## src/rtl/srvr_pkg.sv

```systemverilog
// ----------------------------------------------------------------------------
// srvr_pkg
// Shared types and constants of the servo ramp controller.
// ----------------------------------------------------------------------------
package srvr_pkg;

  localparam int unsigned NUM_CHANNELS_DEF = 2;
  localparam int unsigned MAX_ANGLE_DEF    = 180;

  localparam int unsigned POS_RESET_FIRST  = 25;
  localparam int unsigned POS_RESET_OTHER  = 90;

  localparam int unsigned OP_W    = 2;
  localparam int unsigned CH_W    = 2;
  localparam int unsigned ANGLE_W = 11;
  localparam int unsigned DEG_W   = 8;
  localparam int unsigned PULSE_W = 16;
  localparam int unsigned PPD_W   = 10;
  localparam int unsigned TICK_W  = 16;

  localparam int unsigned APB_DW  = 32;
  localparam int unsigned APB_AW  = 4;

  localparam logic [PULSE_W-1:0] PULSE_MIN_RST = 16'd1638;
  localparam logic [PPD_W-1:0]   PPD_RST       = 10'd36;
  localparam logic [TICK_W-1:0]  STEP_DELAY_RST = 16'd10;
  localparam logic [TICK_W-1:0]  LOCKOUT_RST   = 16'd1000;

  // pairs of results held between the command stage and the output register
  localparam int unsigned FIFO_DEPTH = 4;

  typedef enum logic [OP_W-1:0] {
    OP_TICK = 2'd0,
    OP_RAMP = 2'd1,
    OP_SET  = 2'd2,
    OP_NOP  = 2'd3
  } op_t;

  typedef enum logic [1:0] {
    REG_PULSE_MIN  = 2'd0,
    REG_PPD        = 2'd1,
    REG_STEP_DELAY = 2'd2,
    REG_LOCKOUT    = 2'd3
  } reg_idx_t;

  typedef struct packed {
    logic [CH_W-1:0]  ch;
    logic [DEG_W-1:0] deg;
    logic             att;
  } res_rec_t;

  typedef struct packed {
    logic     two;
    res_rec_t r1;
    res_rec_t r0;
  } res_pair_t;

  typedef struct packed {
    logic [TICK_W-1:0] step_delay;
    logic [TICK_W-1:0] lockout;
  } motion_cfg_t;

  typedef struct packed {
    logic [PULSE_W-1:0] pulse_min;
    logic [PPD_W-1:0]   ppd;
  } pulse_cfg_t;

endpackage

```

## src/rtl/srvr_cmd_if.sv

```systemverilog
// ----------------------------------------------------------------------------
// srvr_cmd_if
// Command channel: opcode, channel and requested angle.
// ----------------------------------------------------------------------------
interface srvr_cmd_if;
  logic                               valid;
  logic                               ready;
  logic [srvr_pkg::OP_W-1:0]          opcode;
  logic [srvr_pkg::CH_W-1:0]          channel;
  logic signed [srvr_pkg::ANGLE_W-1:0] angle;

  modport source (output valid, opcode, channel, angle, input ready);
  modport sink   (input valid, opcode, channel, angle, output ready);
endinterface

```

## src/rtl/srvr_res_if.sv

```systemverilog
// ----------------------------------------------------------------------------
// srvr_res_if
// Result channel: channel, pulse width, attachment and last marker.
// ----------------------------------------------------------------------------
interface srvr_res_if;
  logic                          valid;
  logic                          ready;
  logic [srvr_pkg::CH_W-1:0]     out_channel;
  logic [srvr_pkg::PULSE_W-1:0]  pulse_width;
  logic                          attached;
  logic                          last;

  modport source (output valid, out_channel, pulse_width, attached, last, input ready);
  modport sink   (input valid, out_channel, pulse_width, attached, last, output ready);
endinterface

```

## src/rtl/srvr_core.sv

```systemverilog
// ----------------------------------------------------------------------------
// srvr_core
// Command register, per-channel servo state and result pair generation.
// ----------------------------------------------------------------------------
module srvr_core #(
  parameter int unsigned NUM_CHANNELS = srvr_pkg::NUM_CHANNELS_DEF,
  parameter int unsigned MAX_ANGLE    = srvr_pkg::MAX_ANGLE_DEF
) (
  input  logic                  clk,
  input  logic                  rst,
  srvr_cmd_if.sink              cmd,
  input  logic                  space,
  input  srvr_pkg::motion_cfg_t cfg,
  output logic                  busy,
  output logic                  push,
  output srvr_pkg::res_pair_t   pair
);
  import srvr_pkg::*;

  // the channel field reaches three channels at most
  localparam int unsigned NCH = (NUM_CHANNELS < 3) ? NUM_CHANNELS : 3;

  logic              in_valid;
  op_t               in_op;
  logic [CH_W-1:0]   in_ch;
  logic [DEG_W-1:0]  in_deg;
  logic [DEG_W-1:0]  deg_clamped;
  logic              accept;

  logic [DEG_W-1:0]  position          [NCH];
  logic [DEG_W-1:0]  position_next     [NCH];
  logic [DEG_W-1:0]  target_angle      [NCH];
  logic [DEG_W-1:0]  target_angle_next [NCH];
  logic              moving            [NCH];
  logic              moving_next       [NCH];
  logic              attached          [NCH];
  logic              attached_next     [NCH];
  logic [TICK_W-1:0] since_set         [NCH];
  logic [TICK_W-1:0] since_set_next    [NCH];
  logic [TICK_W-1:0] step_timer        [NCH];
  logic [TICK_W-1:0] step_timer_next   [NCH];

  assign cmd.ready = space;
  assign accept    = cmd.valid & cmd.ready;
  assign busy      = in_valid;

  always_comb begin
    if (cmd.angle[ANGLE_W-1]) begin
      deg_clamped = '0;
    end else if (cmd.angle[ANGLE_W-2:0] > (ANGLE_W-1)'(MAX_ANGLE)) begin
      deg_clamped = DEG_W'(MAX_ANGLE);
    end else begin
      deg_clamped = cmd.angle[DEG_W-1:0];
    end
  end

  always_ff @(posedge clk) begin
    if (rst) begin
      in_valid <= 1'b0;
    end else begin
      in_valid <= accept;
    end
    if (accept) begin
      in_op  <= op_t'(cmd.opcode);
      in_ch  <= cmd.channel;
      in_deg <= deg_clamped;
    end
  end

  always_comb begin
    logic [1:0]        n;
    logic [TICK_W-1:0] t;
    logic [TICK_W-1:0] d;
    res_rec_t          rec;
    n    = '0;
    t    = '0;
    rec  = '0;
    pair = '0;
    d    = (cfg.step_delay == '0) ? TICK_W'(1) : cfg.step_delay;
    for (int i = 0; i < NCH; i++) begin
      position_next[i]     = position[i];
      target_angle_next[i] = target_angle[i];
      moving_next[i]       = moving[i];
      attached_next[i]     = attached[i];
      since_set_next[i]    = since_set[i];
      step_timer_next[i]   = step_timer[i];
    end
    if (in_valid) begin
      case (in_op)
        OP_TICK: begin
          // channels served in ascending order, at most two steps per tick
          for (int i = 0; i < NCH; i++) begin
            if (since_set[i] != '1) begin
              since_set_next[i] = since_set[i] + TICK_W'(1);
            end
            if (moving[i]) begin
              t = (step_timer[i] != '1) ? step_timer[i] + TICK_W'(1) : step_timer[i];
              if (t >= d && n < 2'd2) begin
                step_timer_next[i] = '0;
                if (position[i] < target_angle[i]) begin
                  position_next[i] = position[i] + DEG_W'(1);
                end else if (position[i] > target_angle[i]) begin
                  position_next[i] = position[i] - DEG_W'(1);
                end
                if (position_next[i] == target_angle[i]) begin
                  moving_next[i]    = 1'b0;
                  attached_next[i]  = 1'b0;
                  since_set_next[i] = '0;
                end
                rec.ch  = CH_W'(i + 1);
                rec.deg = position_next[i];
                rec.att = attached_next[i];
                if (n == 2'd0) begin
                  pair.r0 = rec;
                end else begin
                  pair.r1 = rec;
                end
                n = n + 2'd1;
              end else begin
                step_timer_next[i] = t;
              end
            end
          end
        end
        OP_RAMP: begin
          for (int i = 0; i < NCH; i++) begin
            if (in_ch == CH_W'(i + 1) && !moving[i] && since_set[i] >= cfg.lockout) begin
              attached_next[i] = 1'b1;
              pair.r0.ch  = in_ch;
              pair.r0.deg = position[i];
              pair.r0.att = 1'b1;
              n = 2'd1;
              if (position[i] == in_deg) begin
                // already there: report attach then detach
                attached_next[i]  = 1'b0;
                since_set_next[i] = '0;
                pair.r1.ch  = in_ch;
                pair.r1.deg = in_deg;
                pair.r1.att = 1'b0;
                n = 2'd2;
              end else begin
                target_angle_next[i] = in_deg;
                moving_next[i]       = 1'b1;
                step_timer_next[i]   = '0;
              end
            end
          end
        end
        OP_SET: begin
          for (int i = 0; i < NCH; i++) begin
            if (in_ch == CH_W'(i + 1)) begin
              moving_next[i]     = 1'b0;
              step_timer_next[i] = '0;
              position_next[i]   = in_deg;
              since_set_next[i]  = '0;
              pair.r0.ch  = in_ch;
              pair.r0.deg = in_deg;
              pair.r0.att = attached[i];
              n = 2'd1;
            end
          end
        end
        default: begin
        end
      endcase
    end
    push     = (n != 2'd0);
    pair.two = (n == 2'd2);
  end

  always_ff @(posedge clk) begin
    if (rst) begin
      for (int i = 0; i < NCH; i++) begin
        position[i]     <= (i == 0) ? DEG_W'(POS_RESET_FIRST) : DEG_W'(POS_RESET_OTHER);
        target_angle[i] <= '0;
        moving[i]       <= 1'b0;
        attached[i]     <= 1'b1;
        since_set[i]    <= '0;
        step_timer[i]   <= '0;
      end
    end else begin
      for (int i = 0; i < NCH; i++) begin
        position[i]     <= position_next[i];
        target_angle[i] <= target_angle_next[i];
        moving[i]       <= moving_next[i];
        attached[i]     <= attached_next[i];
        since_set[i]    <= since_set_next[i];
        step_timer[i]   <= step_timer_next[i];
      end
    end
  end

endmodule

```

## src/rtl/srvr_out.sv

```systemverilog
// ----------------------------------------------------------------------------
// srvr_out
// Result pair queue, pulse width calculation and result register.
// ----------------------------------------------------------------------------
module srvr_out (
  input  logic                 clk,
  input  logic                 rst,
  input  logic                 push,
  input  srvr_pkg::res_pair_t  pair,
  input  logic                 pend,
  input  srvr_pkg::pulse_cfg_t cfg,
  output logic                 space,
  srvr_res_if.source           res
);
  import srvr_pkg::*;

  localparam int unsigned PTR_W  = $clog2(FIFO_DEPTH);
  localparam int unsigned CNT_W  = $clog2(FIFO_DEPTH + 1);
  localparam int unsigned PROD_W = DEG_W + PPD_W;

  res_pair_t          mem [FIFO_DEPTH];
  logic [PTR_W-1:0]   wr_ptr;
  logic [PTR_W-1:0]   rd_ptr;
  logic [CNT_W-1:0]   count;
  logic               sel;
  res_pair_t          head;
  res_rec_t           rec;
  logic               load;
  logic               is_last;
  logic               pop;
  logic [PROD_W-1:0]  prod;
  logic [PROD_W:0]    sum;
  logic [PULSE_W-1:0] pulse;

  // room is kept for the request still in the command stage
  assign space = ({1'b0, count} + (CNT_W+1)'(pend)) < (CNT_W+1)'(FIFO_DEPTH);

  assign head    = mem[rd_ptr];
  assign rec     = sel ? head.r1 : head.r0;
  assign is_last = sel | ~head.two;
  assign load    = (count != '0) && (!res.valid || res.ready);
  assign pop     = load & is_last;

  assign prod  = PROD_W'(rec.deg) * PROD_W'(cfg.ppd);
  assign sum   = {1'b0, prod} + (PROD_W+1)'(cfg.pulse_min);
  assign pulse = (sum > (PROD_W+1)'({PULSE_W{1'b1}})) ? '1 : sum[PULSE_W-1:0];

  always_ff @(posedge clk) begin
    if (push) begin
      mem[wr_ptr] <= pair;
    end
    if (load) begin
      res.out_channel <= rec.ch;
      res.pulse_width <= pulse;
      res.attached    <= rec.att;
      res.last        <= is_last;
    end
  end

  always_ff @(posedge clk) begin
    if (rst) begin
      wr_ptr    <= '0;
      rd_ptr    <= '0;
      count     <= '0;
      sel       <= 1'b0;
      res.valid <= 1'b0;
    end else begin
      if (push) begin
        wr_ptr <= (wr_ptr == PTR_W'(FIFO_DEPTH - 1)) ? '0 : wr_ptr + PTR_W'(1);
      end
      if (pop) begin
        rd_ptr <= (rd_ptr == PTR_W'(FIFO_DEPTH - 1)) ? '0 : rd_ptr + PTR_W'(1);
      end
      count <= count + CNT_W'(push) - CNT_W'(pop);
      if (load) begin
        sel <= ~is_last;
      end
      if (load) begin
        res.valid <= 1'b1;
      end else if (res.ready) begin
        res.valid <= 1'b0;
      end
    end
  end

  a_no_overflow: assert property (@(posedge clk) disable iff (rst)
    push |-> (count < CNT_W'(FIFO_DEPTH)))
    else $error("result pair written into a full queue");

  a_no_underflow: assert property (@(posedge clk) disable iff (rst)
    pop |-> (count != '0))
    else $error("result pair removed from an empty queue");

  a_pend_room: assert property (@(posedge clk) disable iff (rst)
    pend |-> (count < CNT_W'(FIFO_DEPTH)))
    else $error("no room left for the request in the command stage");

  a_second_half: assert property (@(posedge clk) disable iff (rst)
    (load && !is_last) |=> (sel && count != '0))
    else $error("second result of a pair lost");

endmodule

```

## src/rtl/servo_ramp_controller_unit.sv

```systemverilog
// ----------------------------------------------------------------------------
// servo_ramp_controller_unit
// Servo pulse-width controller with slew-rate-limited ramped moves.
// ----------------------------------------------------------------------------
// A command (tick, ramped move or forced set) is accepted every cycle while
// the result queue has room; it is registered, decoded against the channel
// state in the next cycle, and its zero, one or two results go into a queue
// of four result pairs. The output register then presents one result per
// cycle while the receiver is ready, so commands that give one result run at
// one per cycle and those that give two run slower, limited by the output
// register. A result passes the command register, the queue and the output
// register. Pulse width is degrees times pulse_per_degree plus pulse_minimum,
// saturated to 16 bits, worked out as a result enters the output register.
// Registers sit on the APB port at byte addresses 0, 4, 8 and 12. They must
// be written by the user only while no command is in progress, unchecked.
module servo_ramp_controller_unit #(
  parameter int unsigned NUM_CHANNELS = srvr_pkg::NUM_CHANNELS_DEF,
  parameter int unsigned MAX_ANGLE    = srvr_pkg::MAX_ANGLE_DEF
) (
  input  logic                          clk,
  input  logic                          rst,
  srvr_cmd_if.sink                      cmd,
  srvr_res_if.source                    res,
  input  logic                          psel,
  input  logic                          penable,
  input  logic                          pwrite,
  input  logic [srvr_pkg::APB_AW-1:0]   paddr,
  input  logic [srvr_pkg::APB_DW-1:0]   pwdata,
  output logic [srvr_pkg::APB_DW-1:0]   prdata,
  output logic                          pready
);
  import srvr_pkg::*;

  logic [PULSE_W-1:0] pulse_minimum;
  logic [PPD_W-1:0]   pulse_per_degree;
  logic [TICK_W-1:0]  step_delay_ticks;
  logic [TICK_W-1:0]  lockout_ticks;
  reg_idx_t           reg_idx;
  logic               wr_en;

  motion_cfg_t        motion_cfg;
  pulse_cfg_t         pulse_cfg;
  logic               space;
  logic               busy;
  logic               push;
  res_pair_t          pair;

  assign pready  = 1'b1;
  assign reg_idx = reg_idx_t'(paddr[APB_AW-1:2]);
  assign wr_en   = psel & penable & pwrite & pready;

  always_ff @(posedge clk) begin
    if (rst) begin
      pulse_minimum    <= PULSE_MIN_RST;
      pulse_per_degree <= PPD_RST;
      step_delay_ticks <= STEP_DELAY_RST;
      lockout_ticks    <= LOCKOUT_RST;
    end else if (wr_en) begin
      case (reg_idx)
        REG_PULSE_MIN:  pulse_minimum    <= pwdata[PULSE_W-1:0];
        REG_PPD:        pulse_per_degree <= pwdata[PPD_W-1:0];
        REG_STEP_DELAY: step_delay_ticks <= pwdata[TICK_W-1:0];
        REG_LOCKOUT:    lockout_ticks    <= pwdata[TICK_W-1:0];
        default: begin
        end
      endcase
    end
  end

  always_comb begin
    case (reg_idx)
      REG_PULSE_MIN:  prdata = APB_DW'(pulse_minimum);
      REG_PPD:        prdata = APB_DW'(pulse_per_degree);
      REG_STEP_DELAY: prdata = APB_DW'(step_delay_ticks);
      REG_LOCKOUT:    prdata = APB_DW'(lockout_ticks);
      default:        prdata = '0;
    endcase
  end

  assign motion_cfg.step_delay = step_delay_ticks;
  assign motion_cfg.lockout    = lockout_ticks;
  assign pulse_cfg.pulse_min   = pulse_minimum;
  assign pulse_cfg.ppd         = pulse_per_degree;

  srvr_core #(
    .NUM_CHANNELS (NUM_CHANNELS),
    .MAX_ANGLE    (MAX_ANGLE)
  ) u_core (
    .clk   (clk),
    .rst   (rst),
    .cmd   (cmd),
    .space (space),
    .cfg   (motion_cfg),
    .busy  (busy),
    .push  (push),
    .pair  (pair)
  );

  srvr_out u_out (
    .clk   (clk),
    .rst   (rst),
    .push  (push),
    .pair  (pair),
    .pend  (busy),
    .cfg   (pulse_cfg),
    .space (space),
    .res   (res)
  );

endmodule
```

## src/flat_wrapper.sv

```systemverilog
// flat-port wrapper written by rule: the top's interface ports become plain ports
module servo_ramp_controller_unit_flat import srvr_pkg::*;
#(
  parameter int unsigned NUM_CHANNELS = srvr_pkg::NUM_CHANNELS_DEF,
  parameter int unsigned MAX_ANGLE    = srvr_pkg::MAX_ANGLE_DEF
)
  (clk, rst, psel, penable, pwrite, paddr, pwdata, prdata, pready, cmd_valid, cmd_opcode, cmd_channel, cmd_angle, cmd_ready, res_valid, res_out_channel, res_pulse_width, res_attached, res_last, res_ready);
  srvr_cmd_if cmd_i ();
  srvr_res_if res_i ();
  input  logic clk;
  input  logic rst;
  input  logic psel;
  input  logic penable;
  input  logic pwrite;
  input  logic [srvr_pkg::APB_AW-1:0] paddr;
  input  logic [srvr_pkg::APB_DW-1:0] pwdata;
  output logic [srvr_pkg::APB_DW-1:0] prdata;
  output logic pready;
  input wire logic [$bits(cmd_i.valid)-1:0] cmd_valid;
  input wire logic [$bits(cmd_i.opcode)-1:0] cmd_opcode;
  input wire logic [$bits(cmd_i.channel)-1:0] cmd_channel;
  input wire logic [$bits(cmd_i.angle)-1:0] cmd_angle;
  output wire logic [$bits(cmd_i.ready)-1:0] cmd_ready;
  output wire logic [$bits(res_i.valid)-1:0] res_valid;
  output wire logic [$bits(res_i.out_channel)-1:0] res_out_channel;
  output wire logic [$bits(res_i.pulse_width)-1:0] res_pulse_width;
  output wire logic [$bits(res_i.attached)-1:0] res_attached;
  output wire logic [$bits(res_i.last)-1:0] res_last;
  input wire logic [$bits(res_i.ready)-1:0] res_ready;
  assign cmd_i.valid = cmd_valid;
  assign cmd_i.opcode = cmd_opcode;
  assign cmd_i.channel = cmd_channel;
  assign cmd_i.angle = cmd_angle;
  assign cmd_ready = cmd_i.ready;
  assign res_valid = res_i.valid;
  assign res_out_channel = res_i.out_channel;
  assign res_pulse_width = res_i.pulse_width;
  assign res_attached = res_i.attached;
  assign res_last = res_i.last;
  assign res_i.ready = res_ready;
  servo_ramp_controller_unit #(.NUM_CHANNELS(NUM_CHANNELS), .MAX_ANGLE(MAX_ANGLE)) u_core (.clk(clk), .rst(rst), .cmd(cmd_i), .res(res_i), .psel(psel), .penable(penable), .pwrite(pwrite), .paddr(paddr), .pwdata(pwdata), .prdata(prdata), .pready(pready));
endmodule
```

## config.mk

```make
export PLATFORM = sky130hd
export DESIGN_NAME = servo_ramp_controller_unit_flat
export DESIGN_NICKNAME = d
export VERILOG_FILES = /design/src/rtl/srvr_pkg.sv /design/src/rtl/srvr_cmd_if.sv /design/src/rtl/srvr_res_if.sv /design/src/rtl/srvr_core.sv /design/src/rtl/srvr_out.sv /design/src/rtl/servo_ramp_controller_unit.sv /design/src/flat_wrapper.sv
export SDC_FILE = /design/constraint.sdc
export NUM_CORES = 1
export LEC_CHECK = 0
export BUFFER_PORTS_ARGS = -buffer_cell sky130_fd_sc_hd__buf_4
export CELL_PAD_IN_SITES_DETAIL_PLACEMENT = 0
export CELL_PAD_IN_SITES_GLOBAL_PLACEMENT = 1
export CORE_MARGIN = 10
export CORE_UTILIZATION = 40
export CTS_BUF_LIST = sky130_fd_sc_hd__clkbuf_4 sky130_fd_sc_hd__clkbuf_8 sky130_fd_sc_hd__clkbuf_16
export DETAILED_ROUTE_END_ITERATION = 6
export PLACE_DENSITY = 0.77
export SLEW_MARGIN = 40
export SYNTH_ARGS = -nofsm -noshare
export SYNTH_HDL_FRONTEND = slang
export SYNTH_SLANG_ARGS = --single-unit
```

## constraint.sdc

```tcl
create_clock -name clk -period 9.4 [get_ports clk]
set_clock_uncertainty 0.15 [all_clocks]
set_input_delay 1.88 -clock clk [delete_from_list [all_inputs] [get_ports clk]]
set_output_delay 1.88 -clock clk [all_outputs]
set_load 0.01 [all_outputs]
```

-- After elaboration in Yosys (flattened, before gate mapping)
Memories as Yosys holds them, arrays and structs flattened. A register that Yosys moved wholly into a read port is not among the register bits.
Cells that the tools add are included.
- multiply operators: 1
- $lt $le $gt $ge: 12
- mux-type cells: 138
- reduce and logical (&&, ||, !) cells: 22
- add/subtract/negate cells: 15
- bitwise logic cells: 19
- eq/ne operators: 18
- operators with widths (kind ; count):
    $mux W16 ; 34
    $mux W8 ; 27
    $pmux W32 S3 ; 2
    $pmux W32 S4 ; 1
    $mux W22 ; 5
    $mux W11 ; 7
    $add A16 B1 Y16 const B ; 4
    $ge A16 B16 Y1 ; 4
    $mux W32 ; 2
    $ne A16 B16 Y1 const B ; 4
    $mux W1 ; 37
    $pmux W11 S3 ; 1
    $eq A8 B8 Y1 ; 4
    $pmux W16 S2 ; 1
    $mux W2 ; 15
    $pmux W11 S2 ; 1
    $mux W10 ; 2
    $add A18 B16 Y19 ; 1
    $gt A19 B16 Y1 const B ; 1
    $mul A8 B10 Y18 ; 1
    $add A8 B1 Y8 const B ; 2
    $gt A8 B8 Y1 ; 2
    $logic_not A16 Y1 ; 1
    $lt A8 B8 Y1 ; 2
    other kinds (23) ; 64
- output and inout bits: 55
- word-level logic and storage cells: 250
- input bits: 58
- memory bits (writable): 192
- memories kept: 7
- flip-flop bits (word level): 100
- memory list (memory ; depth ; bits a word ; rd ports ; clocked after Yosys merged registers in ; wr ports ; RTL line ; RTL):
    u_core.u_out.mem ; 4 ; 23 ; 1 ; 1 ; 1 ; srvr_out.sv:21 ; res_pair_t mem [FIFO_DEPTH];
    u_core.u_core.since_set ; 2 ; 16 ; 2 ; 0 ; 2 ; srvr_core.sv:38 ; logic [TICK_W-1:0] since_set [NCH];
    u_core.u_core.step_timer ; 2 ; 16 ; 2 ; 0 ; 2 ; srvr_core.sv:40 ; logic [TICK_W-1:0] step_timer [NCH];
    u_core.u_core.position ; 2 ; 8 ; 2 ; 0 ; 2 ; srvr_core.sv:30 ; logic [DEG_W-1:0] position [NCH];
    u_core.u_core.target_angle ; 2 ; 8 ; 2 ; 0 ; 2 ; srvr_core.sv:32 ; logic [DEG_W-1:0] target_angle [NCH];
    u_core.u_core.attached ; 2 ; 1 ; 2 ; 0 ; 2 ; srvr_core.sv:36 ; logic attached [NCH];
    1 more memories ; n/a ; n/a ; n/a ; n/a ; n/a ; n/a ;

-- Longest topological paths before layout
Gate-level depths: netlist (run 1).
An unclocked memory read counts as a cell.
- depth after elaboration: 21
- gate-level depth with buffers: 29

-- By module
A second synthesis (run 1) with hierarchy kept.
- cells, all modules: 2190
- area, all modules: 20736.1 um2
- by module, submodules not included (module ; area each (um2) ; cells an instance ; times used):
    srvr_core ; 9933.3 ; 1307 ; 1
    srvr_out ; 7890.1 ; 614 ; 1
    servo_ramp_controller_unit ; 2912.8 ; 269 ; 1

-- Worst setup path before layout (run 1)
Ideal clock, no wire load.
- path type: register -> register
- from: reg (tool-made name)
- to: reg u_core.u_out.res.pulse_width[10], data pin
- setup slack: 2.554 ns
- cell stages (with the launch flop): 22
- required time: 8.976 ns
- buffers on the path: 3
- data arrival time: 6.421 ns
- cells stage by stage: dfxtp_1 -> clkbuf_1 -> buf_1 -> mux4_2 -> mux2i_1 -> nor2b_1 -> fa_1 -> fa_1 -> inv_1 -> fa_1 -> fa_1 -> inv_1 -> ha_1 -> a21oi_1 -> inv_1 -> a21oi_1 -> o21ai_0 -> a41o_1 -> o41ai_1 -> mux2i_1 -> clkbuf_1 -> nand3_1
- RTL lines (what ; RTL line ; RTL):
    end signal: assignment ; srvr_out.sv:54 ; res.pulse_width <= pulse;
    end: declaration ; srvr_res_if.sv:13 ; modport source (output valid, out_channel, pulse_width, attached, last, input ready);

==> results of run 1 <==
-- how the worst min path moves through the flow --
stage          slack [ns]                   startpoint                           to
6_report             0.32  u_core.step_delay_ticks[15]  u_core.step_delay_ticks[15]
5_1_grt              0.33      u_core.pulse_minimum[8]      u_core.pulse_minimum[8]
4_1_cts              0.32  u_core.step_delay_ticks[15]  u_core.step_delay_ticks[15]
3_5_place_dp         0.32  u_core.step_delay_ticks[15]  u_core.step_delay_ticks[15]
3_3_place_gp         0.31      u_core.pulse_minimum[4]      u_core.pulse_minimum[4]
2_1_floorplan        0.30      u_core.lockout_ticks[1]      u_core.lockout_ticks[1]
-- placed cells by master, fill, tap and decap left out, types with 27 or more instances in the layout --
cell	n
a21oi_1	132
and3_1	27
buf_4	97
clkbuf_16	35
dfxtp_1	169
edfxtp_1	124
fa_1	65
ha_1	144
inv_1	193
mux2i_1	36
mux4_2	33
nand2_1	238
nand2b_1	33
nand3_1	65
nand4_1	29
nor2_1	161
nor2b_1	69
nor3_1	27
o21ai_0	76
xnor2_1	41
xor2_1	33
-- area by class of cell --
class	count	area, µm²
Clock buffer	43	967
Clock inverter	18	170
Fill cell	4795	27600
Inverter	194	728
Multi-Input combinational cell	1610	12100
Sequential cell	294	7130
Tap cell	672	841
Timing Repair Buffer	98	742
-- where the power goes --
part / internal (mW) / leakage [nW] / switching, mW
combinational: 0.685 / 6.07 / 0.853
clock: 0.790 / 0.558 / 0.561
sequential: 1.47 / 2.41 / 0.0851
total: 2.95 / 9.03 / 1.50
-- flip-flops by register name, indices dropped and copies added (netlist names), 2 cells and up, named ones only --
| signal | count |
|---|---|
| u_core.u_out.mem | 92 |
| u_core.u_core.since_set | 32 |
| u_core.u_core.step_timer | 32 |
| u_core.lockout_ticks | 16 |
| u_core.pulse_minimum | 16 |
| u_core.step_delay_ticks | 16 |
| u_core.u_core.position | 16 |
| u_core.u_core.target_angle | 16 |
| u_core.u_out.res.pulse_width | 16 |
| u_core.pulse_per_degree | 10 |
| u_core.u_core.in_deg | 8 |
| u_core.u_out.count | 3 |
| u_core.u_core.attached | 2 |
| u_core.u_core.in_ch | 2 |
| u_core.u_core.in_op | 2 |
| u_core.u_core.moving | 2 |
| u_core.u_out.rd_ptr | 2 |
| u_core.u_out.res.out_channel | 2 |
| u_core.u_out.wr_ptr | 2 |
-- critical path, delay by kind of cell, from the launching register on --
family,cells,cell delay (ns)
flops,1,0.77
simple gates,5,1.12
buf+inv,6,0.74
mux,2,0.46
fa+ha+maj,5,2.32
compound gates,6,1.56
-- per-layer routing --
metal | vias to the layer above | global-route usage | share of wire
met5 | - | 0 | 0
met2 | 403 | 0.282 | 0.46
met3 | 66 | 0.0278 | 0.051
met4 | 0 | 0.0490 | 0.022
met1 | 7927 | 0.242 | 0.47
li1 | 7835 | - | -
-- kinds of logic (layout without fill, tap and decap cells) --
logic type	count (synthesis)	count (layout)	synth area share
fa+ha+maj	210	210	0.153
simple gates	773	773	0.189
buf+inv	316	353	0.0632
compound gates	457	457	0.152
xor+xnor	76	76	0.0340
mux	77	77	0.0583
flops	294	294	0.350
other cells	2	17	0.000369
-- metrics by stage --
| step | hold slack, ns | area [µm²] | power (mW) | setup WS (ns) |
|---|---|---|---|---|
| after floorplan | 0.296 | 20400 | 2.74 | 2.55 |
| after global placement | 0.307 | 21400 | 3.11 | 1.68 |
| after detailed placement | 0.316 | 21500 | 3.14 | 2.06 |
| after CTS | 0.325 | 22600 | 4.51 | 1.99 |
| after global routing | 0.334 | 22700 | 4.76 | 1.52 |
| final | 0.324 | 22700 | 4.45 | 2.03 |
-- synthesized netlist by cell type, types with 16 or more instances --
| cell type | instances | area [µm²] |
|---|---|---|
| mux2i_1 | 41 | 410 |
| dfxtp_1 | 170 | 3400 |
| o31ai_1 | 16 | 120 |
| nor2b_1 | 69 | 432 |
| nor2_1 | 161 | 604 |
| o21ai_0 | 76 | 380 |
| ha_1 | 145 | 1810 |
| xor2_1 | 33 | 289 |
| nand2_1 | 238 | 893 |
| xnor2_1 | 41 | 359 |
| buf_4 | 19 | 143 |
| a21o_1 | 23 | 173 |
| nor3_1 | 29 | 145 |
| nand3_1 | 65 | 325 |
| and3_1 | 27 | 169 |
| a31oi_1 | 18 | 113 |
| clkbuf_1 | 81 | 304 |
| nand4_1 | 29 | 181 |
| a211o_1 | 19 | 166 |
| edfxtp_1 | 124 | 3720 |
| nand2b_1 | 33 | 206 |
| fa_1 | 65 | 1300 |
| a22o_1 | 18 | 158 |
| a21oi_1 | 133 | 666 |
| or2_2 | 19 | 119 |
| inv_1 | 193 | 724 |
| and2_1 | 22 | 138 |
| mux4_2 | 33 | 743 |
==> summary.md, run 1 <==
| Metric | Value |
|---|---|
| Relative slew slack | `0.438` |
| WP data required | `9.55 ns` |
| Num CTS Buffers | `34` |
| Avg Inst Size Synth | `9.24 µm²` |
| Worst Max-Slew Pin Slew | `0.843 ns` |
| Routed WL | `54.0 mm` |
| Post-route ant nets | `0` |
| Count of cell types in the netlist | `97` |
| CP cell instances | `buf_4 -> mux4_2 -> nand2_1 -> nand2_1 -> nand2_1 -> fa_1 -> inv_1 -> fa_1 -> ha_1 -> inv_1 -> fa_1 -> inv_1 -> fa_1 -> a21o_1 -> a21oi_1 -> inv_1 -> a21oi_1 -> o21ai_0 -> a41o_1 -> o41ai_1 -> mux2i_1 -> buf_4 -> nand2_1 -> or2_2` |
| # nets final | `2,500` |
| CP Class | `reg -> reg` |
| Clock root cell | `clkbuf_16` |
| Startpoint types | `flip-flop` |
| Clk_lat worst skew | `0.56 ns` |
| Clk sinks | `294` |
| Setup_tns | `0 ns` |
| Largest net degree at the start of global routing | `108` |
| EDFF count, synth | `124` |
| Hold_buf cts | `0` |
| R2r setup slk | `2.03 ns` |
| Global-route wire length before repair | `85.8 mm` |
| Slew Limit Fails | `0` |
| Syn. warnings | `0` |
| CTS max path bufs | `3` |
| Post-route clock period utilization | `0.784` |
| Die area | `60,300 µm²` |
| Via count | `16,200` |
| Share of layout cells above drive strength 1 | `0.113` |
| RR Endpoint | `u_core.u_out.res.pulse_width[1]` |
| Starting Density | `0.405` |
| Leak Pwr | `9.03 nW` |
| MaxCap Viol Count | `0` |
| Count of buffers from port buffering | `77` |
| Crit-path max FO | `15` |
| Die extent in x | `246 µm` |
| Global Route Usage Sum | `0.176` |
| H-tree Lvls | `2` |
| Vias/cell | `5.54` |
| Final Non-Filler Cells | `2,929` |
| Area growth syn-to-layout | `11.2%` |
| CP Capture Point | `u_core.u_out.res.pulse_width[1]` |
| Detailed placer's ending HPWL | `40.0 mm` |
| Clock slew at reported path FFs | `0.06 ns` |
| Crit path largest cell delay | `0.77 ns` |
| Inst Count DP | `2,868` |
| 1st-iter DRT viols | `1,126` |
| GR Overflow Total | `0` |
| Hold WC Path Type | `reg -> reg` |
| Hold Path Stages | `2` |
| Fin crit period | `7.37 ns` |
| Remaining DRCs | `0` |
| CORE AREA | `50,300 µm²` |
| Setup Fix Bufs, Post-CTS | `0` |
| Wire length per cell | `18.4 µm` |
| FMAX | `0.136 GHz` |
| Endpoints failing setup | `0` |
| Post-route core utilization | `0.451` |
| Post-CTS sizing | `0` |
| Synth Instances | `2,205` |
| Synthesized area | `20,400 µm²` |
| VDD IR-drop max | `0.000163 V` |
| # diodes | `0` |
| Vias in the first global route | `15,500` |
| Die H | `246 µm` |
| PD cells | `196 nW/µm²` |
| Hold Violations, Final | `0` |
| Cells on worst reg2reg path | `24` |
| RSZ-0062 raised after global routing | `false` |
| CP Capture Type | `flip-flop` |
| Row cnt | `82` |
| Async set-or-reset flop fraction in the synthesized netlist | `0` |
| #FFs+latches synth | `294` |
| Initial antenna violation count | `0` |
| Drt first pass iters | `5` |
| Outcome | `complete, no violations` |
| Critical path arrival | `7.52 ns` |
| Top FF cell, synth | `dfxtp_1` |
| Slowest-stage cell, CP | `dfxtp_1` |
| I/O pin cnt | `113` |
| Seq/Total Area, Yosys | `0.350` |
| GPL Wtd Cong | `0.897` |
| TritonCTS clock tree | `yes` |
Note: power is estimated with default switching activity, not from simulation.
==> run 2: changes to the inputs <==
Settings changed: ABC_AREA set to 1, PLACE_DENSITY 0.77 to 0.79.
Clock period 9.4 ns to 7.3 ns, I/O delays scaled along.
==> summary.md, run 2 <==
| Metric | Value |
|---|---|
| H-tree Lvls | `2` |
| Num CTS Buffers | `35` |
| FMAX | `0.158 GHz` |
| Count of cell types in the netlist | `55` |
| Endpoints failing setup | `0` |
| Die area | `59,400 µm²` |
| Routed WL | `56.8 mm` |
| Slew Limit Fails | `0` |
| TritonCTS clock tree | `yes` |
| CORE AREA | `49,300 µm²` |
| Top Registers | `u_core.u_out.mem x92, u_core.u_core.since_set x32, u_core.u_core.step_timer x32` |
| # nets final | `2,925` |
| Synthesized area | `20,000 µm²` |
| Remaining DRCs | `0` |
| Vias in the first global route | `16,800` |
| Global-route wire length before repair | `91.1 mm` |
| Share of layout cells above drive strength 1 | `0.0734` |
| Setup Fix Bufs, Post-CTS | `0` |
| Clock root cell | `clkbuf_16` |
| Clk_lat worst skew | `0.56 ns` |
| Setup_tns | `0 ns` |
| Largest register FFs | `92` |
| I/O pin cnt | `113` |
| Worst hold slack | `0.336 ns` |
| # diodes | `0` |
| Clk sinks | `294` |
| 1st-iter DRT viols | `1,365` |
| Vias/cell | `5.26` |
| Critical path arrival | `6.49 ns` |
| CTS max path bufs | `3` |
| GR Overflow Total | `0` |
| Synth area leaders | `edfxtp_1 19%, dfxtp_1 17%, ha_1 9.1%, nand2_1 8.8%, inv_1 6.9%` |
| Most frequent cells in the layout | `469 x nand2_1, 369 x inv_1, 261 x nor2_1, 234 x a21oi_1, 203 x o21ai_0` |
| Syn. warnings | `0` |
| Tot Pwr | `7.58 mW` |
| Count of buffers from port buffering | `77` |
| Post-route clock period utilization | `0.869` |
| #FFs+latches synth | `294` |
| Hold Violations, Final | `0` |
| EDFF count, synth | `124` |
| Fin crit period | `6.34 ns` |
| Outcome | `complete, no violations` |
| Crit-path max FO | `46` |
| GPL Wtd Cong | `0.909` |
| Seq/Total Area, Yosys | `0.356` |
| Drt first pass iters | `5` |
| Most common cell after layout, fill and taps aside | `nand2_1` |
| Detailed placer's ending HPWL | `42.6 mm` |
| Avg Inst Size Synth | `7.68 µm²` |
| RSZ-0062 raised after global routing | `false` |
| Wire length per cell | `17.0 µm` |
| Clock slew at reported path FFs | `0.06 ns` |
| GR Layer Usage met3 | `0.0276` |
| MaxCap Viol Count | `0` |
| VDD IR-drop max | `0.000355 V` |
| Post-route ant nets | `0` |
| Post-CTS sizing | `0` |
| Most Used Layer, Global Route | `met2` |
| Top cells by count, synth | `469 x nand2_1, 370 x inv_1, 268 x nor2_1, 235 x a21oi_1, 203 x o21ai_0` |
| Synth area leader | `edfxtp_1` |
| Register with the most flip-flops | `u_core.u_out.mem` |
| Largest net degree at the start of global routing | `70` |
| Synth Instances | `2,605` |
| Final Cell Area | `22,400 µm²` |
| Top FF cell, synth | `dfxtp_1` |
| PD cells | `339 nW/µm²` |
| Post-route core utilization | `0.454` |
| Hold_buf cts | `0` |
| Starting Density | `0.406` |
| CP Capture Type | `flip-flop` |
| CP Class | `reg -> reg` |
| Most frequent cell after synthesis | `nand2_1` |
| Startpoint types | `flip-flop` |
| Global Route Usage Sum | `0.187` |
| Die H | `244 µm` |
| Met2 GRT Util | `0.302` |
| Initial antenna violation count | `0` |
| Worst Max-Slew Pin Slew | `0.822 ns` |
| Leak Pwr | `9.66 nW` |
| Row cnt | `81` |
| Hold WC Path Type | `reg -> reg` |
| Relative slew slack | `0.446` |
| Async set-or-reset flop fraction in the synthesized netlist | `0` |
| Via count | `17,600` |
| Post-DP Area | `21,100 µm²` |
| Area growth syn-to-layout | `11.8%` |
| WP data required | `7.44 ns` |
| GRT met1 Usage | `0.260` |
| Yosys top cell area share | `0.186` |
| Die extent in x | `244 µm` |
## run 2: cell types whose count changed after synthesis, sizes merged, moves of 28 or more
cell / delta
a21oi: +105
inv: +181
mux2i: -41
mux4: -33
nand2: +239
nand2b: -33
nand3: +106
nor2: +112
nor2b: -70
o21ai: +124
xnor2: -28
## run 2: logic make-up after synthesis
family          share of synthesized area
simple gates                        0.215
compound gates                      0.153
buf+inv                            0.0952
flops                               0.356
fa+ha+maj                           0.156
xor+xnor                           0.0241
other cells                      0.000375
mux                              0.000563
## run 2: cell type report
class	instances	area (µm²)
Inverter	380	1430
Tap cell	664	831
Timing Repair Buffer	95	726
Sequential cell	294	7130
Fill cell	4963	26900
Clock inverter	18	199
Multi-Input combinational cell	1851	11100
Clock buffer	46	1010
## run 2: critical path, cell delays in order (launching register included)
cell and delay, ns:
dfxtp_1 0.33, buf_4 0.41, o21ai_0 0.16, o221ai_1 0.23, nand2_1 0.32, inv_1 0.19
nand2_1 0.09, fa_1 0.52, fa_1 0.55, inv_1 0.05, fa_1 0.52, inv_1 0.06
fa_1 0.52, inv_1 0.04, ha_1 0.31, inv_1 0.10, nor3_1 0.21, a21oi_1 0.15
o21ai_1 0.23, nand3_1 0.13, o21ai_1 0.17, xor2_1 0.10, nor3b_2 0.18, buf_4 0.23
nand2_1 0.08
## run 2: final timing paths
check                                  start                          endpoint  slack, ns  depth (start not counted)
max reg2reg                        flip-flop  u_core.u_out.res.pulse_width[14]       0.96                         24
max                                flip-flop  u_core.u_out.res.pulse_width[14]       0.96                         24
min reg2reg  u_core.u_core.step_timer[0][28]   u_core.u_core.step_timer[0][28]       0.34                          2
min          u_core.u_core.step_timer[0][28]   u_core.u_core.step_timer[0][28]       0.34                          2
## run 2: through the flow
step / instances / setup slack, ns
6_report: 3348 / 0.955
2_1_floorplan: 2620 / 1.36
5_1_grt: 3348 / 0.448
4_1_cts: 3347 / 0.872
3_3_place_gp: 3283 / 0.947
3_5_place_dp: 3283 / 0.895
## run 2: routing by layer
layer  share of wire  wire length (µm)
met1            0.47             26700
met3           0.056              3190
met4           0.018              1000
met5               0                 0
met2            0.46             26000
## run 2: report_power, final
group	internal [mW]	switching, mW
clock network	1.09	0.739
registers	2.00	0.0993
logic	1.34	2.31
total	4.43	3.15
==> run 3: changes to the inputs <==
Settings changed: CTS_CLUSTER_DIAMETER set to 100, PLACE_DENSITY 0.79 to 0.8, SYNTH_HIERARCHICAL set to 1.
==> summary.md, run 3 <==
| Metric | Value |
|---|---|
| Slew Limit Fails | `0` |
| Top Registers | `u_core/u_out/mem x92, u_core/u_core/since_set x32, u_core/u_core/step_timer x32` |
| CORE AREA | `52,400 µm²` |
| Post-Synth Simple-Gate Area | `0.287` |
| Vias in the first global route | `18,400` |
| Synth Instances | `2,854` |
| CTS max path bufs | `3` |
| Most common cell after layout, fill and taps aside | `nand2_1` |
| Largest register FFs | `92` |
| Avg Inst Size Synth | `7.39 µm²` |
| Post-route core utilization | `0.445` |
| Global Route Usage Sum | `0.187` |
| Largest net degree at the start of global routing | `59` |
| XOR/XNOR Fraction of Synth Area | `0.0206` |
| CP Class | `reg -> reg` |
| WP data required | `7.43 ns` |
| Slowest-stage cell, CP | `fa_1` |
| Die area | `62,300 µm²` |
| Setup Fix Bufs, Post-CTS | `0` |
| Initial antenna violation count | `0` |
| CP Capture Type | `flip-flop` |
| GR Overflow Total | `0` |
| Top FF cell, synth | `dfxtp_1` |
| VDD IR-drop max | `0.000321 V` |
| CP Buf/Inv Count | `6` |
| TritonCTS clock tree | `yes` |
| Leak Pwr | `10.5 nW` |
| Final Cell Area | `23,400 µm²` |
| MaxCap Viol Count | `0` |
| Sw frac | `0.412` |
| EDFF count, synth | `124` |
| Worst Max-Slew Pin Slew | `0.843 ns` |
| Post-route clock period utilization | `0.806` |
| Seq pwr share | `0.275` |
| Worst hold slack | `0.315 ns` |
| Multi-input gate area | `11,900 µm²` |
| Synth Area in Adders | `0.146` |
| PD cells | `322 nW/µm²` |
| Syn. warnings | `6` |
| Tot Pwr | `7.53 mW` |
| Drt first pass iters | `6` |
| Crit path top cell by count | `nand2_1` |
| Most frequent cell after synthesis | `nand2_1` |
| Register with the most flip-flops | `u_core/u_out/mem` |
| Count of buffers from port buffering | `77` |
| Critical path's top delay family | `adder cells` |
| Yosys top cell area share | `0.176` |
| I/O pin cnt | `113` |
| Design internal power | `4.43 mW` |
| Hold WC Path Type | `reg -> reg` |
| Top cells by count, synth | `604 x nand2_1, 397 x inv_1, 338 x nor2_1, 245 x nand3_1, 176 x a21oi_1` |
| Row cnt | `84` |
| Clock slew at reported path FFs | `0.06 ns` |
| Die extent in x | `250 µm` |
| Clock root cell | `clkbuf_16` |
| Clock power share | `0.245` |
| Remaining DRCs | `0` |
| Via count | `19,100` |
| Detailed placer's ending HPWL | `44.5 mm` |
| H-tree Lvls | `2` |
| Routed WL | `59.8 mm` |
| Largest family of logic cells by synthesized area | `simple AND/OR/NAND/NOR gates` |
| Crit path largest cell delay | `0.55 ns` |
| Endpoints failing setup | `0` |
| Wire length per cell | `16.6 µm` |
| Outcome | `complete, no violations` |
| Vias/cell | `5.29` |
| 1st-iter DRT viols | `1,526` |
| Count of cell types in the netlist | `61` |
| Area growth syn-to-layout | `10.7%` |
| Synthesized area | `21,100 µm²` |
| Crit-path max FO | `46` |
| Startpoint types | `flip-flop` |
| Switching power | `3.11 mW` |
| Most frequent cells in the layout | `604 x nand2_1, 392 x inv_1, 336 x nor2_1, 245 x nand3_1, 175 x a21oi_1` |
| Compound-Gate Fraction of Synth Area | `0.106` |
| Synth area leader | `edfxtp_1` |
| Fin crit period | `5.89 ns` |
| GPL Wtd Cong | `0.898` |
| Logic pwr share | `0.480` |
| Clk sinks | `294` |
| Clk_lat worst skew | `0.56 ns` |
| Share of layout cells above drive strength 1 | `0.0809` |
| Critical path arrival | `6.01 ns` |
| RSZ-0062 raised after global routing | `false` |
| Starting Density | `0.402` |
| Relative slew slack | `0.430` |
| FMAX | `0.170 GHz` |
| Global-route wire length before repair | `96.3 mm` |
| Synth area leaders | `edfxtp_1 18%, dfxtp_1 16%, nand2_1 11%, ha_1 8.5%, inv_1 7.1%` |
| Hold Violations, Final | `0` |
| # diodes | `0` |
| Post-DP Area | `22,100 µm²` |
| Post-synthesis mux area share | `0` |
| CP cell instances | `inv_2 -> o21ai_0 -> o221ai_1 -> nand2_1 -> inv_1 -> nand2_1 -> fa_1 -> inv_1 -> fa_1 -> fa_1 -> inv_1 -> fa_1 -> inv_1 -> ha_1 -> nand2_1 -> inv_1 -> nand2_1 -> nand2_1 -> a21oi_1 -> nand2_1 -> nand2_1 -> nand2_1 -> nor2_4 -> nand3_1` |
| Num CTS Buffers | `38` |
| #FFs+latches synth | `294` |
| Hold_buf cts | `0` |
| Die H | `250 µm` |
| # nets final | `3,157` |
| Async set-or-reset flop fraction in the synthesized netlist | `0` |
| Post-route ant nets | `0` |
| Post-CTS sizing | `0` |
| Setup_tns | `0 ns` |
| Fillers | `5,334` |
| Register Area | `7130 µm²` |
| Seq/Total Area, Yosys | `0.338` |
## run 3: cell types whose count changed after synthesis, sizes merged, moves of 35 or more
cell,delta
inv,+39
nand2,+147
nor2,+79
o21ai,-56
nand4,+35
a21oi,-61
nand3,+82
buf,+35
## run 3: routing by layer
layer,vias up,part of all wire,GRT usage
li1,9393,-,-
met1,9055,0.45,0.241
met2,503,0.48,0.315
met3,108,0.047,0.0233
met4,0,0.032,0.0701
met5,-,0,0
## run 3: tightest hold or removal path, stage by stage (launching register included)
cell and delay [ns]:
dfxtp_1 0.31, nand2_1 0.06, a21oi_1 0.05
## run 3: cell families (layout without fill, tap and decap cells)
group	after synthesis	in the layout
xor gates and xnor gates	48	48
and+or+nand+nor	1375	1375
DFF	294	294
buffers and inverters	523	572
AOI/OAI and AO/OA	404	404
other	2	17
adders and majority gates	208	208
## run 3: final timing paths
kind | cells past startpoint | from | end | slack, ns
max | 24 | flip-flop | u_core/u_out/res.pulse_width[5] | 1.41
min | 2 | u_core/u_core/step_timer[0][14] | u_core/u_core/step_timer[0][14] | 0.32
max reg2reg | 24 | flip-flop | u_core/u_out/res.pulse_width[5] | 1.41
min reg2reg | 2 | u_core/u_core/step_timer[0][14] | u_core/u_core/step_timer[0][14] | 0.32
## run 3: metrics by stage
stage,instances,setup WS [ns]
4_1_cts,3606,1.38
2_1_floorplan,2869,2.29
6_report,3606,1.41
3_3_place_gp,3538,1.46
5_1_grt,3606,0.901
3_5_place_dp,3539,1.40
## run 3: power by group through the flow
stage	registers (mW)	clock network [mW]	logic [mW]
2_1_floorplan	2.09	0	2.75
3_3_place_gp	2.10	0	3.62
3_5_place_dp	2.11	0	3.65
4_1_cts	2.07	1.89	3.67
5_1_grt	2.09	1.95	4.19
6_report	2.07	1.85	3.61
## run 3: layout make-up
type,instances,share of cell area
Tap cell,688,0.0369
Clock inverter,20,0.00595
Multi-Input combinational cell,2052,0.509
Timing Repair Buffer,90,0.0298
Inverter,415,0.0667
Clock buffer,47,0.0467
Sequential cell,294,0.305
